**config.mk**
```make
export PLATFORM = sky130hd
export DESIGN_NAME = ibus_sensor_poll_responder
export DESIGN_NICKNAME = d
export VERILOG_FILES = /design/src/hdl/ibsp_pkg.sv /design/src/hdl/ibsp_front.sv /design/src/hdl/ibsp_queue.sv /design/src/hdl/ibsp_back.sv /design/src/hdl/ibus_sensor_poll_responder.sv
export SDC_FILE = /design/constraint.sdc
export NUM_CORES = 1
export LEC_CHECK = 0
export BUFFER_PORTS_ARGS = -buffer_cell sky130_fd_sc_hd__buf_4
export CORE_MARGIN = 10
export CORE_UTILIZATION = 65
export CTS_BUF_LIST = sky130_fd_sc_hd__clkbuf_4 sky130_fd_sc_hd__clkbuf_8 sky130_fd_sc_hd__clkbuf_16
export CTS_CLUSTER_SIZE = 24
export DETAILED_ROUTE_END_ITERATION = 8
export GPL_TIMING_DRIVEN = 0
export PLACE_DENSITY_LB_ADDON = 0.12
export SLEW_MARGIN = 20
export SYNTH_ARGS = -nofsm -noshare
export SYNTH_HDL_FRONTEND = slang
export SYNTH_SLANG_ARGS = --single-unit
```
**constraint.sdc**
```tcl
create_clock -name clk -period 8.1 [get_ports clk]
set_clock_uncertainty 0.1 [all_clocks]
set_input_delay 1.215 -clock clk [delete_from_list [all_inputs] [get_ports clk]]
set_output_delay 1.215 -clock clk [all_outputs]
set_load 0.01 [all_outputs]
```
**src/hdl/ibsp_pkg.sv**
```systemverilog
package ibsp_pkg;

	localparam int SLOT_COUNT_DEF = 16;
	localparam int SLOT_FIELD_W = 4;
	localparam int QUEUE_DEPTH = 4;
	localparam int SUM_W = 11;
	localparam int IN_DATA_W = 48;
	localparam int CFG_ADDR_W = 5;
	localparam int CFG_DATA_W = 64;

	localparam logic [7:0] POLL_HEADER = 8'h04;
	localparam logic [15:0] CHECK_BASE = 16'hFFFF;
	localparam logic [7:0] WIDE_TYPE_LOW = 8'h80;
	localparam logic [7:0] WIDE_TYPE_HIGH = 8'h8F;
	localparam logic [7:0] TYPE_FRAME_LEN = 8'h06;
	localparam logic [3:0] CMD_DISCOVER = 4'h8;
	localparam logic [3:0] CMD_TYPE = 4'h9;
	localparam logic [3:0] CMD_VALUE = 4'hA;
	localparam logic [7:0] SLOT_NIBBLE_MASK = 8'h0F;

	localparam logic [1:0] REG_HIGHEST_SLOT = 2'd0;
	localparam logic [1:0] REG_TYPES_LOW = 2'd1;
	localparam logic [1:0] REG_TYPES_HIGH = 2'd2;
	localparam logic [1:0] REG_UNKNOWN_TYPE = 2'd3;
	localparam logic [7:0] UNKNOWN_TYPE_RESET = 8'd253;

	localparam logic INPUT_LINE_BYTE = 1'b0;
	localparam logic INPUT_HOST_WRITE = 1'b1;

	typedef struct packed {
		logic [3:0] highest_slot;
		logic [127:0] slot_types;
		logic [7:0] unknown_type_code;
	} cfg_t;

	// Reply frame as queued: payload bytes, how many, and whether a checksum follows.
	typedef struct packed {
		logic [5:0][7:0] payload;
		logic [2:0] npay;
		logic add_check;
	} desc_t;

endpackage

```
**src/hdl/ibsp_front.sv**
```systemverilog
module ibsp_front #(
	parameter int SLOT_COUNT = ibsp_pkg::SLOT_COUNT_DEF
) (
	input logic clk,
	input logic arst_n,
	input logic in_valid,
	output logic in_ready,
	input logic in_user,
	input logic [ibsp_pkg::IN_DATA_W-1:0] in_data,
	input ibsp_pkg::cfg_t cfg,
	output logic push,
	output ibsp_pkg::desc_t push_desc,
	input logic queue_full
);

	localparam int SLOT_W = (SLOT_COUNT > 1) ? $clog2(SLOT_COUNT) : 1;
	localparam logic [1:0] CNT_IDLE = 2'd0;
	localparam logic [1:0] CNT_CMD = 2'd1;
	localparam logic [1:0] CNT_CHKLO = 2'd2;
	localparam logic [1:0] CNT_CHKHI = 2'd3;

	logic [1:0] byte_count_q;
	logic [7:0] poll1_q;
	logic [7:0] poll2_q;
	logic [31:0] value_store_q [SLOT_COUNT];

	logic accept;
	logic [7:0] line_byte;
	logic [3:0] wr_slot;
	logic [31:0] wr_value;
	logic [15:0] expect_chk;
	logic [15:0] got_chk;
	logic [3:0] cmd;
	logic [3:0] rd_slot;
	logic slot_ok;
	logic [7:0] slot_type;
	logic wide;
	logic [7:0] vlen;
	logic [31:0] value;
	logic reply;

	assign in_ready = !queue_full;
	assign accept = in_valid && in_ready;
	assign line_byte = in_data[7:0];
	assign wr_slot = in_data[11:8];
	assign wr_value = in_data[43:12];

	always_ff @(posedge clk or negedge arst_n) begin
		if (!arst_n) begin
			byte_count_q <= CNT_IDLE;
			poll1_q <= '0;
			poll2_q <= '0;
			for (int i = 0; i < SLOT_COUNT; i++) begin
				value_store_q[i] <= '0;
			end
		end else if (accept) begin
			if (in_user == ibsp_pkg::INPUT_HOST_WRITE) begin
				if (5'(wr_slot) < 5'(SLOT_COUNT)) begin
					value_store_q[wr_slot[SLOT_W-1:0]] <= wr_value;
				end
			end else begin
				case (byte_count_q)
					CNT_IDLE: begin
						if (line_byte == ibsp_pkg::POLL_HEADER) begin
							byte_count_q <= CNT_CMD;
						end
					end
					CNT_CMD: begin
						poll1_q <= line_byte;
						byte_count_q <= CNT_CHKLO;
					end
					CNT_CHKLO: begin
						poll2_q <= line_byte;
						byte_count_q <= CNT_CHKHI;
					end
					default: begin
						byte_count_q <= CNT_IDLE;
					end
				endcase
			end
		end
	end

	// The header byte is always 0x04, so the sum covers that constant header and the command byte.
	assign expect_chk = 16'(ibsp_pkg::CHECK_BASE - (16'(ibsp_pkg::POLL_HEADER) + 16'(poll1_q)));
	assign got_chk = {line_byte, poll2_q};
	assign cmd = poll1_q[7:4];
	assign rd_slot = poll1_q[3:0];
	assign slot_ok = (rd_slot <= cfg.highest_slot) && (5'(rd_slot) < 5'(SLOT_COUNT));
	assign slot_type = cfg.slot_types[{rd_slot, 3'b000} +: 8];
	assign wide = slot_type inside {[ibsp_pkg::WIDE_TYPE_LOW:ibsp_pkg::WIDE_TYPE_HIGH]};
	assign vlen = wide ? 8'd4 : 8'd2;
	assign value = value_store_q[rd_slot[SLOT_W-1:0]];

	always_comb begin
		reply = 1'b0;
		push_desc = '0;
		case (cmd)
			ibsp_pkg::CMD_DISCOVER: begin
				reply = 1'b1;
				push_desc.payload[0] = ibsp_pkg::POLL_HEADER;
				push_desc.payload[1] = poll1_q;
				push_desc.payload[2] = poll2_q;
				push_desc.payload[3] = line_byte;
				push_desc.npay = 3'd4;
				push_desc.add_check = 1'b0;
			end
			ibsp_pkg::CMD_TYPE: begin
				reply = (slot_type != cfg.unknown_type_code);
				push_desc.payload[0] = ibsp_pkg::TYPE_FRAME_LEN;
				push_desc.payload[1] = poll1_q;
				push_desc.payload[2] = slot_type;
				push_desc.payload[3] = vlen;
				push_desc.npay = 3'd4;
				push_desc.add_check = 1'b1;
			end
			ibsp_pkg::CMD_VALUE: begin
				reply = (slot_type != cfg.unknown_type_code);
				push_desc.payload[0] = 8'(vlen + 8'd4);
				push_desc.payload[1] = poll1_q;
				push_desc.payload[2] = value[7:0];
				push_desc.payload[3] = value[15:8];
				push_desc.payload[4] = wide ? value[23:16] : 8'h00;
				push_desc.payload[5] = wide ? value[31:24] : 8'h00;
				push_desc.npay = wide ? 3'd6 : 3'd4;
				push_desc.add_check = 1'b1;
			end
			default: begin
				reply = 1'b0;
			end
		endcase
	end

	assign push = accept && (in_user == ibsp_pkg::INPUT_LINE_BYTE) &&
		(byte_count_q == CNT_CHKHI) && (expect_chk == got_chk) && slot_ok && reply;

endmodule

```
**src/hdl/ibsp_queue.sv**
```systemverilog
module ibsp_queue (
	input logic clk,
	input logic arst_n,
	input logic push,
	input ibsp_pkg::desc_t push_desc,
	output logic full,
	input logic pop,
	output ibsp_pkg::desc_t head,
	output logic empty
);

	localparam int PTR_W = $clog2(ibsp_pkg::QUEUE_DEPTH);

	ibsp_pkg::desc_t entries_q [ibsp_pkg::QUEUE_DEPTH];
	logic [PTR_W-1:0] wr_ptr_q;
	logic [PTR_W-1:0] rd_ptr_q;
	logic [PTR_W:0] count_q;

	assign full = (count_q == (PTR_W+1)'(ibsp_pkg::QUEUE_DEPTH));
	assign empty = (count_q == '0);
	assign head = entries_q[rd_ptr_q];

	always_ff @(posedge clk) begin
		if (push) begin
			entries_q[wr_ptr_q] <= push_desc;
		end
	end

	always_ff @(posedge clk or negedge arst_n) begin
		if (!arst_n) begin
			wr_ptr_q <= '0;
			rd_ptr_q <= '0;
			count_q <= '0;
		end else begin
			if (push) begin
				wr_ptr_q <= PTR_W'(wr_ptr_q + 1'b1);
			end
			if (pop) begin
				rd_ptr_q <= PTR_W'(rd_ptr_q + 1'b1);
			end
			if (push && !pop) begin
				count_q <= (PTR_W+1)'(count_q + 1'b1);
			end else if (pop && !push) begin
				count_q <= (PTR_W+1)'(count_q - 1'b1);
			end
		end
	end

endmodule

```
**src/hdl/ibsp_back.sv**
```systemverilog
module ibsp_back (
	input logic clk,
	input logic arst_n,
	input ibsp_pkg::desc_t head,
	input logic empty,
	output logic pop,
	output logic out_valid,
	input logic out_ready,
	output logic [7:0] out_data,
	output logic out_last
);

	logic [2:0] idx_q;
	logic [ibsp_pkg::SUM_W-1:0] sum_q;
	logic out_valid_q;
	logic [7:0] out_data_q;
	logic out_last_q;

	logic load;
	logic in_payload;
	logic [2:0] last_idx;
	logic is_last;
	logic [15:0] chk;
	logic [7:0] next_byte;

	assign load = !empty && (!out_valid_q || out_ready);
	assign in_payload = (idx_q < head.npay);
	assign last_idx = 3'(head.npay - 3'd1 + (head.add_check ? 3'd2 : 3'd0));
	assign is_last = (idx_q == last_idx);
	assign chk = 16'(ibsp_pkg::CHECK_BASE - 16'(sum_q));

	always_comb begin
		if (in_payload) begin
			next_byte = head.payload[idx_q];
		end else if (idx_q == head.npay) begin
			next_byte = chk[7:0];
		end else begin
			next_byte = chk[15:8];
		end
	end

	assign pop = load && is_last;

	// The running sum covers payload bytes only; it is read for both checksum beats.
	always_ff @(posedge clk or negedge arst_n) begin
		if (!arst_n) begin
			idx_q <= '0;
			sum_q <= '0;
			out_valid_q <= 1'b0;
		end else begin
			if (load) begin
				out_valid_q <= 1'b1;
				if (is_last) begin
					idx_q <= '0;
					sum_q <= '0;
				end else begin
					idx_q <= 3'(idx_q + 3'd1);
					if (in_payload) begin
						sum_q <= ibsp_pkg::SUM_W'(sum_q + ibsp_pkg::SUM_W'(next_byte));
					end
				end
			end else if (out_ready) begin
				out_valid_q <= 1'b0;
			end
		end
	end

	always_ff @(posedge clk) begin
		if (load) begin
			out_data_q <= next_byte;
			out_last_q <= is_last;
		end
	end

	assign out_valid = out_valid_q;
	assign out_data = out_data_q;
	assign out_last = out_last_q;

endmodule

```
**src/hdl/ibus_sensor_poll_responder.sv**
```systemverilog
// Telemetry sensor responder: received bus bytes and host value writes come in on the slave
// stream (tuser 0 = line byte, 1 = host write), reply frames leave one byte per beat on the
// master stream with tlast on the final byte. A new input beat is taken every cycle while the
// four-frame reply queue has room, and a poll's last byte is checked and classified in the same
// cycle that it is accepted. The transmit side sends one reply byte a cycle while m_axis_tready
// is high, so a frame of 4, 6 or 8 bytes goes out as that many beats, and the queue depth sets
// how many polls may be answered ahead of the output. Registers sit on the APB port at byte
// addresses 0, 8, 16 and 24 and must only be written while idle.
module ibus_sensor_poll_responder #(
	parameter int SLOT_COUNT = ibsp_pkg::SLOT_COUNT_DEF
) (
	input logic clk,
	input logic arst_n,
	input logic s_axis_tvalid,
	output logic s_axis_tready,
	// tdata: line_byte [7:0], slot [11:8], slot_value [43:12], zero [47:44]
	input logic [ibsp_pkg::IN_DATA_W-1:0] s_axis_tdata,
	// tuser: command
	input logic s_axis_tuser,
	output logic m_axis_tvalid,
	input logic m_axis_tready,
	// tdata: tx_byte [7:0]
	output logic [7:0] m_axis_tdata,
	output logic m_axis_tlast,
	input logic psel,
	input logic penable,
	input logic pwrite,
	input logic [ibsp_pkg::CFG_ADDR_W-1:0] paddr,
	input logic [ibsp_pkg::CFG_DATA_W-1:0] pwdata,
	output logic [ibsp_pkg::CFG_DATA_W-1:0] prdata,
	output logic pready
);

	logic [3:0] highest_slot_q;
	logic [63:0] types_low_q;
	logic [63:0] types_high_q;
	logic [7:0] unknown_type_q;
	logic cfg_write;
	logic [1:0] reg_index;
	ibsp_pkg::cfg_t cfg;

	logic push;
	ibsp_pkg::desc_t push_desc;
	logic queue_full;
	logic pop;
	ibsp_pkg::desc_t head;
	logic queue_empty;

	assign pready = 1'b1;
	assign cfg_write = psel && penable && pwrite && pready;
	assign reg_index = paddr[4:3];

	always_ff @(posedge clk or negedge arst_n) begin
		if (!arst_n) begin
			highest_slot_q <= '0;
			types_low_q <= '0;
			types_high_q <= '0;
			unknown_type_q <= ibsp_pkg::UNKNOWN_TYPE_RESET;
		end else if (cfg_write) begin
			case (reg_index)
				ibsp_pkg::REG_HIGHEST_SLOT: highest_slot_q <= pwdata[3:0];
				ibsp_pkg::REG_TYPES_LOW: types_low_q <= pwdata;
				ibsp_pkg::REG_TYPES_HIGH: types_high_q <= pwdata;
				ibsp_pkg::REG_UNKNOWN_TYPE: unknown_type_q <= pwdata[7:0];
				default: begin
				end
			endcase
		end
	end

	always_comb begin
		case (reg_index)
			ibsp_pkg::REG_HIGHEST_SLOT: prdata = 64'(highest_slot_q);
			ibsp_pkg::REG_TYPES_LOW: prdata = types_low_q;
			ibsp_pkg::REG_TYPES_HIGH: prdata = types_high_q;
			ibsp_pkg::REG_UNKNOWN_TYPE: prdata = 64'(unknown_type_q);
			default: prdata = '0;
		endcase
	end

	assign cfg.highest_slot = highest_slot_q;
	assign cfg.slot_types = {types_high_q, types_low_q};
	assign cfg.unknown_type_code = unknown_type_q;

	ibsp_front #(
		.SLOT_COUNT(SLOT_COUNT)
	) u_front (
		.clk(clk),
		.arst_n(arst_n),
		.in_valid(s_axis_tvalid),
		.in_ready(s_axis_tready),
		.in_user(s_axis_tuser),
		.in_data(s_axis_tdata),
		.cfg(cfg),
		.push(push),
		.push_desc(push_desc),
		.queue_full(queue_full)
	);

	ibsp_queue u_queue (
		.clk(clk),
		.arst_n(arst_n),
		.push(push),
		.push_desc(push_desc),
		.full(queue_full),
		.pop(pop),
		.head(head),
		.empty(queue_empty)
	);

	ibsp_back u_back (
		.clk(clk),
		.arst_n(arst_n),
		.head(head),
		.empty(queue_empty),
		.pop(pop),
		.out_valid(m_axis_tvalid),
		.out_ready(m_axis_tready),
		.out_data(m_axis_tdata),
		.out_last(m_axis_tlast)
	);

endmodule
```
Word level (Yosys, flattened, before mapping)
Memories as Yosys holds them, arrays and structs flattened.
Index checks and enable logic that the tools add are counted.
{"block": "totals", "wordCells": 138, "reg_bits": 701, "mem_bits_rw": 208, "mem_count": 1}
{"name": "u_queue.entries_q", "words": 4, "width": 52, "rd": 1, "rd_clocked_by_memory_dff": 0, "wr": 1, "line": "ibsp_queue.sv:14", "text": "ibsp_pkg::desc_t entries_q [ibsp_pkg::QUEUE_DEPTH];"}
{"block": "classes", "bitwise_logic": 3, "order_cmp": 8, "reduce_logical": 36, "n_addsub": 12, "eq_ne": 16, "mux": 30, "shift": 1}
{"operator": "512-bit bitwise mux", "count": 1}
{"operator": "64-bit case mux with 4 select lines", "count": 1}
{"operator": "32-bit binary-select mux with 4-bit select", "count": 1}
{"operator": "32-bit demux with 4-bit select", "count": 1}
{"operator": "128-bit by 8-bit indexed part select with 8-bit output", "count": 1}
{"operator": "36-bit case mux with 3 select lines", "count": 1}
{"operator": "32-bit 2-to-1 mux", "count": 3}
{"operator": "8-bit 2-to-1 mux", "count": 5}
{"operator": "8-bit binary-select mux with 3-bit select", "count": 1}
{"operator": "11-bit 2-to-1 mux", "count": 2}
{"operator": "16-bit == test", "count": 1}
{"operator": "16-bit 2-to-1 mux", "count": 1}
{"operator": "16-bit subtractor (first input constant)", "count": 1}
{"operator": "1-bit logical AND", "count": 14}
{"operator": "1-bit by 12-bit subtractor with 13-bit output (first input constant)", "count": 1}
{"operator": "4-bit == test (second input constant)", "count": 3}
{"operator": "3-bit 2-to-1 mux", "count": 4}
{"operator": "2-bit AND reduction", "count": 6}
{"operator": "11-bit by 8-bit adder with 11-bit output", "count": 1}
{"operator": "5-bit greater-or-equal comparator (second input constant)", "count": 2}
{"operator": "4-bit inverter with 5-bit output", "count": 2}
{"operator": "3-bit by 8-bit adder with 9-bit output (first input constant)", "count": 1}
{"operator": "3-bit AND reduction", "count": 3}
{"operator": "8-bit by 3-bit adder with 8-bit output (second input constant)", "count": 1}
{"operator": "28 further kinds", "count": 48}

Longest topological paths before layout
{"block": "logic_depth", "depth_word": 12, "mapped_depth": 22, "ltp_nobuf": 18}

By module
From an unflattened synthesis, not the netlist that was laid out.
{"block": "hier_totals", "cells_unflattened": 2525, "area_unflattened_um2": 41986.5}
{"mod": "ibsp_front", "n_inst": 1, "area_each_um2": 25827.3, "seq_area_each_um2": 13262.7, "cells_each": 1661}
{"mod": "ibsp_queue", "n_inst": 1, "area_each_um2": 7963.9, "seq_area_each_um2": 6421.2, "cells_each": 306}
{"mod": "ibus_sensor_poll_responder", "n_inst": 1, "area_each_um2": 6329.8, "seq_area_each_um2": 3512.1, "cells_each": 386}
{"mod": "ibsp_back", "n_inst": 1, "area_each_um2": 1865.5, "seq_area_each_um2": 645.6, "cells_each": 172}

Worst setup path after synthesis
OpenSTA, ideal clock, no wires.
{"block": "synth_timing", "kind": "reg-to-reg", "start": "register u_queue.rd_ptr_q[0]", "end": "register u_queue.count_q[1]", "slack_ns": 3.487, "path_buffers": 5, "stages_incl_launch_ff": 18, "setup_time_ns": 0.125, "arrival_ns": 4.388, "synth_period_minus_slack_ns": 4.613, "cell_sequence": "dfrtp_1 -> buf_2 -> buf_1 -> buf_1 -> mux4_2 -> inv_1 -> ha_1 -> xor2_1 -> xnor2_1 -> and3_1 -> clkbuf_1 -> and2_1 -> clkbuf_1 -> inv_1 -> ha_1 -> inv_1 -> fa_1 -> mux2_2"}
{"block": "synth_between", "elab_chain_cells": 8}
{"element": "from (decl)", "line": "ibsp_queue.sv:16", "text": "logic [PTR_W-1:0] rd_ptr_q;"}
{"element": "from (signal assigned)", "line": "ibsp_queue.sv:39", "text": "rd_ptr_q <= PTR_W'(rd_ptr_q + 1'b1);"}
{"element": "memory read 4 x 52 bit (*)"}
{"element": "3-bit by 1-bit subtractor with 3-bit output or 2-bit 2-to-1 mux (tied branches)", "line": "ibsp_back.sv:28", "text": "assign last_idx = 3'(head.npay - 3'd1 + (head.add_check ? 3'd2 : 3'd0));"}
{"element": "3-bit adder (*)", "line": "ibsp_back.sv:28"}
{"element": "3-bit == test (*)", "line": "ibsp_back.sv:29", "text": "assign is_last = (idx_q == last_idx);"}
{"element": "net u_back.is_last", "line": "ibsp_back.sv:22", "text": "logic is_last;"}
{"element": "1-bit logical AND (*)", "line": "ibsp_back.sv:42", "text": "assign pop = load && is_last;"}
{"element": "1-bit logical NOT", "line": "ibsp_queue.sv:41", "text": "if (push && !pop) begin"}
{"element": "1-bit logical AND", "line": "ibsp_queue.sv:41"}
{"element": "3-bit 2-to-1 mux or 2-bit nonzero test (tied branches)"}
{"element": "to (signal assigned)", "line": "ibsp_queue.sv:42", "text": "count_q <= (PTR_W+1)'(count_q + 1'b1);"}
{"element": "to (signal assigned)", "line": "ibsp_queue.sv:44", "text": "count_q <= (PTR_W+1)'(count_q - 1'b1);"}
{"element": "to (decl)", "line": "ibsp_queue.sv:17", "text": "logic [PTR_W:0] count_q;"}
The timed path passes the listed nets; every way through them passes the cells marked *.
A chain may end at the register's enable or synchronous reset.

Worst setup path after layout
Ends and elaborated chain as after synthesis.

==> results.cfg <==
[run_status]
outcome = finished, final reports clean

[yosys]
synthesis.area_um2 = 39900
ys_warn_count = 0
syn_inst = 2433
yosysSeqAreaShare = 0.5765
syn_area_per_cell_um2 = 16.40
yosysMostFrequentCell = dfrtp_1
synthTopCellsByArea = dfrtp_1 (43%), mux2_2 (16%), edfxtp_1 (14%), mux4_2 (14%), mux2_1 (2.7%)
synth.top_cell.area_share = 0.4296
synth_top_cells_by_count = dfrtp_1 (685), mux2_2 (582), mux4_2 (245), edfxtp_1 (189), clkbuf_1 (138)
synth_cell_types = 57
synth_ff_type = dfrtp_1
synthArstFlopShare = 0.7855
yosysTopAreaCell = dfrtp_1
synth_edf_count = 189
ys_ff_latch = 881

[route]
viasPerCell = 6.597
firstDrtPassIters = 7
wl_per_cell_um = 28.16
drc = 0
vias = 23660
wl_um = 101000
drt_iter0_markers = 2071
ant_nets = 0

[clock_tree]
cts_resized = 0
cts_buffer_depth = 3
cts_buffers = 88
clk_pin_slew_ps = 60
numClockSinks = 881
ctsHoldBuffers = 0
root_buffer = clkbuf_16
postCtsSetupRepairBufs = 0
h-tree-depth = 3
cts_tree = yes
clkLatencyLatePin_ps = 640

[sta]
fin_crit_ps = 5585
setup_viol = 0
worstMarginPinSlew_ps = 1247
hold_viol_final = 0
worst_slack_ps = 2515
tns_ps = 0
grt_setup_unrepaired = no
fin_crit_sh = 0.6895
drv_slew = 0
max_freq_mhz = 179.1
slew_headroom = 0.1686

[critical_path]
crit_type = flip-flop to flip-flop
endpoint_kind = flip-flop
crit_top_cell = inv_1
arrival_ps = 6000
worstPathRequired_ps = 8510
critPathLaunchType = flip-flop
crit_chain = buf_2 -> buf_1 -> buf_1 -> mux4_2 -> inv_1 -> ha_1 -> xor2_1 -> xnor2_1 -> and3_1 -> clkbuf_1 -> and2_1 -> clkbuf_1 -> inv_1 -> ha_1 -> inv_1 -> fa_1 -> mux2_2
path_max_fanout = 10
crit_path_max_incr_delay_ps = 730
slowest_stage = buf_1

[die]
dieArea_um2 = 71700
die_y_um = 267.8
initial_core_util = 0.6586
num_rows = 90
die_w_um = 267.8
num_io_pins = 201
core_um2 = 60580

[layout]
drive_gt1_frac = 0.4377
stdcell_count = 3586
syn2layout_area_growth_pct = 14.09
n_fill_cell = 3631
fin_nets = 2876

[place]
dp_cells = 3415
hpwl_um = 69660
io_buffers = 190
pre_cts_slack_ps = 2444
gp_congestion = 0.8521

[pwr]
ir_worst_vdd_v = 0.0002170
leakagePower_nw = 19.23
total_power_mw = 15.34
powerDensity_nw_per_um2 = 337.1

[global_route]
antenna_found_initial = 12
track_usage = 0.2841
grt-ovfl-total = 0
grt_start_max_net_pins = 108
grt_pass1_wl_um = 153900
grt_pass1_vias = 25420

[worst_hold_path]
hold_path_class = flip-flop to flip-flop

[flow_run]
drv_cap = 0
[stage by stage]
step                      cell area [µm²]  hold slack, ps  utilization
after floorplan                     39910           352.4            -
after global placement              42320           361.8       0.6985
after detailed placement            42530           371.3       0.7020
after CTS                           45490           385.0       0.7509
after global routing                45520           403.7       0.7513
final                               45520           383.5       0.7514
[where the power goes]
| part | switching (mW) | total, mW | internal (mW) |
|---|---|---|---|
| logic | 2.67 | 5.26 | 2.59 |
| clock network | 1.67 | 4.10 | 2.43 |
| registers | 0.520 | 5.98 | 5.46 |
| total | 4.86 | 15.3 | 10.5 |
[routing by layer]
metal / track usage / part of all wire / up-vias / routed length [µm]
met2: 0.4658 / 0.50 / 911 / 50680
li1: - / - / 9850 / -
met3: 0.05558 / 0.068 / 242 / 6910
met1: 0.3724 / 0.39 / 12650 / 39480
met5: 0 / 0.00036 / - / 36
met4: 0.1150 / 0.038 / 6 / 3874
[sequential cells by signal, indices dropped and copies added (netlist names)]
| name | flops |
|---|---|
| u_front.value_store_q | 512 |
| u_queue.entries_q | 180 |
| types_high_q | 64 |
| types_low_q | 64 |
| u_back.sum_q | 11 |
| u_back.out_data | 8 |
| u_front.poll1_q | 8 |
| u_front.poll2_q | 8 |
| unknown_type_q | 8 |
| highest_slot_q | 4 |
| u_back.idx_q | 3 |
| u_queue.count_q | 3 |
| u_front.byte_count_q | 2 |
| u_queue.rd_ptr_q | 2 |
| u_queue.wr_ptr_q | 2 |
| u_back.out_last | 1 |
| u_back.out_valid | 1 |
[critical path: cells and delay by family (launching register included)]
kind	cells	cell delay (ps)
DFF	1	360
muxes	2	860
xor gates and xnor gates	2	340
buffers and inverters	8	2680
adders and majority gates	3	780
and+or+nand+nor	2	350
[layout by cell type, fill, tap and decap left out, types with 42 or more instances in the layout]
| master | netlist | final |
|---|---|---|
| a22o_1 | 66 | 66 |
| buf_4 | 1 | 190 |
| clkbuf_1 | 138 | 137 |
| clkbuf_16 | 0 | 91 |
| dfrtp_1 | 685 | 685 |
| edfxtp_1 | 189 | 189 |
| mux2_1 | 97 | 97 |
| mux2_2 | 582 | 582 |
| mux4_2 | 245 | 245 |
| nand2_1 | 49 | 49 |
| nor2_1 | 42 | 42 |
[kinds of logic after synthesis]
family | after synthesis | synth area share
flip-flops | 881 | 0.5765
XOR/XNOR | 36 | 0.007902
buffers and inverters | 220 | 0.02192
multiplexers | 950 | 0.3366
other | 2 | 0.0001882
AO/OA/AOI/OAI | 149 | 0.02747
AND/OR/NAND/NOR | 167 | 0.02035
adder cells (fa/ha/maj) | 28 | 0.009156
[final cells by class]
| class | instances | area [µm²] | area share |
|---|---|---|---|
| diodes | 12 | 30.03 | 0.0006596 |
| plain buffers | 188 | 755.7 | 0.01660 |
| clock buffers | 143 | 2805 | 0.06162 |
| clock inverters | 16 | 156.4 | 0.003436 |
| inverters | 32 | 120.1 | 0.002639 |
| multi-input cells | 1335 | 16050 | 0.3526 |
| flip-flops and latches | 881 | 23000 | 0.5052 |
| well taps | 782 | 978.4 | 0.02149 |
| repair buffers | 197 | 1627 | 0.03573 |
[worst paths after layout]
kind                                                 start                         end  slack [ps]  cells after the start
worst max-delay path                   u_queue.rd_ptr_q[0]          u_queue.count_q[1]        2520                     17
worst min-delay path            u_front.value_store_q[271]  u_front.value_store_q[271]         380                      1
worst max register to register         u_queue.rd_ptr_q[0]          u_queue.count_q[1]        2520                     17
worst min register to register  u_front.value_store_q[271]  u_front.value_store_q[271]         380                      1
max in group asynchronous                           arst_n  u_front.value_store_q[166]        5370                      5
min in group asynchronous                           arst_n             u_back.sum_q[4]         420                      1
Power figures use the tool's default switching activity.
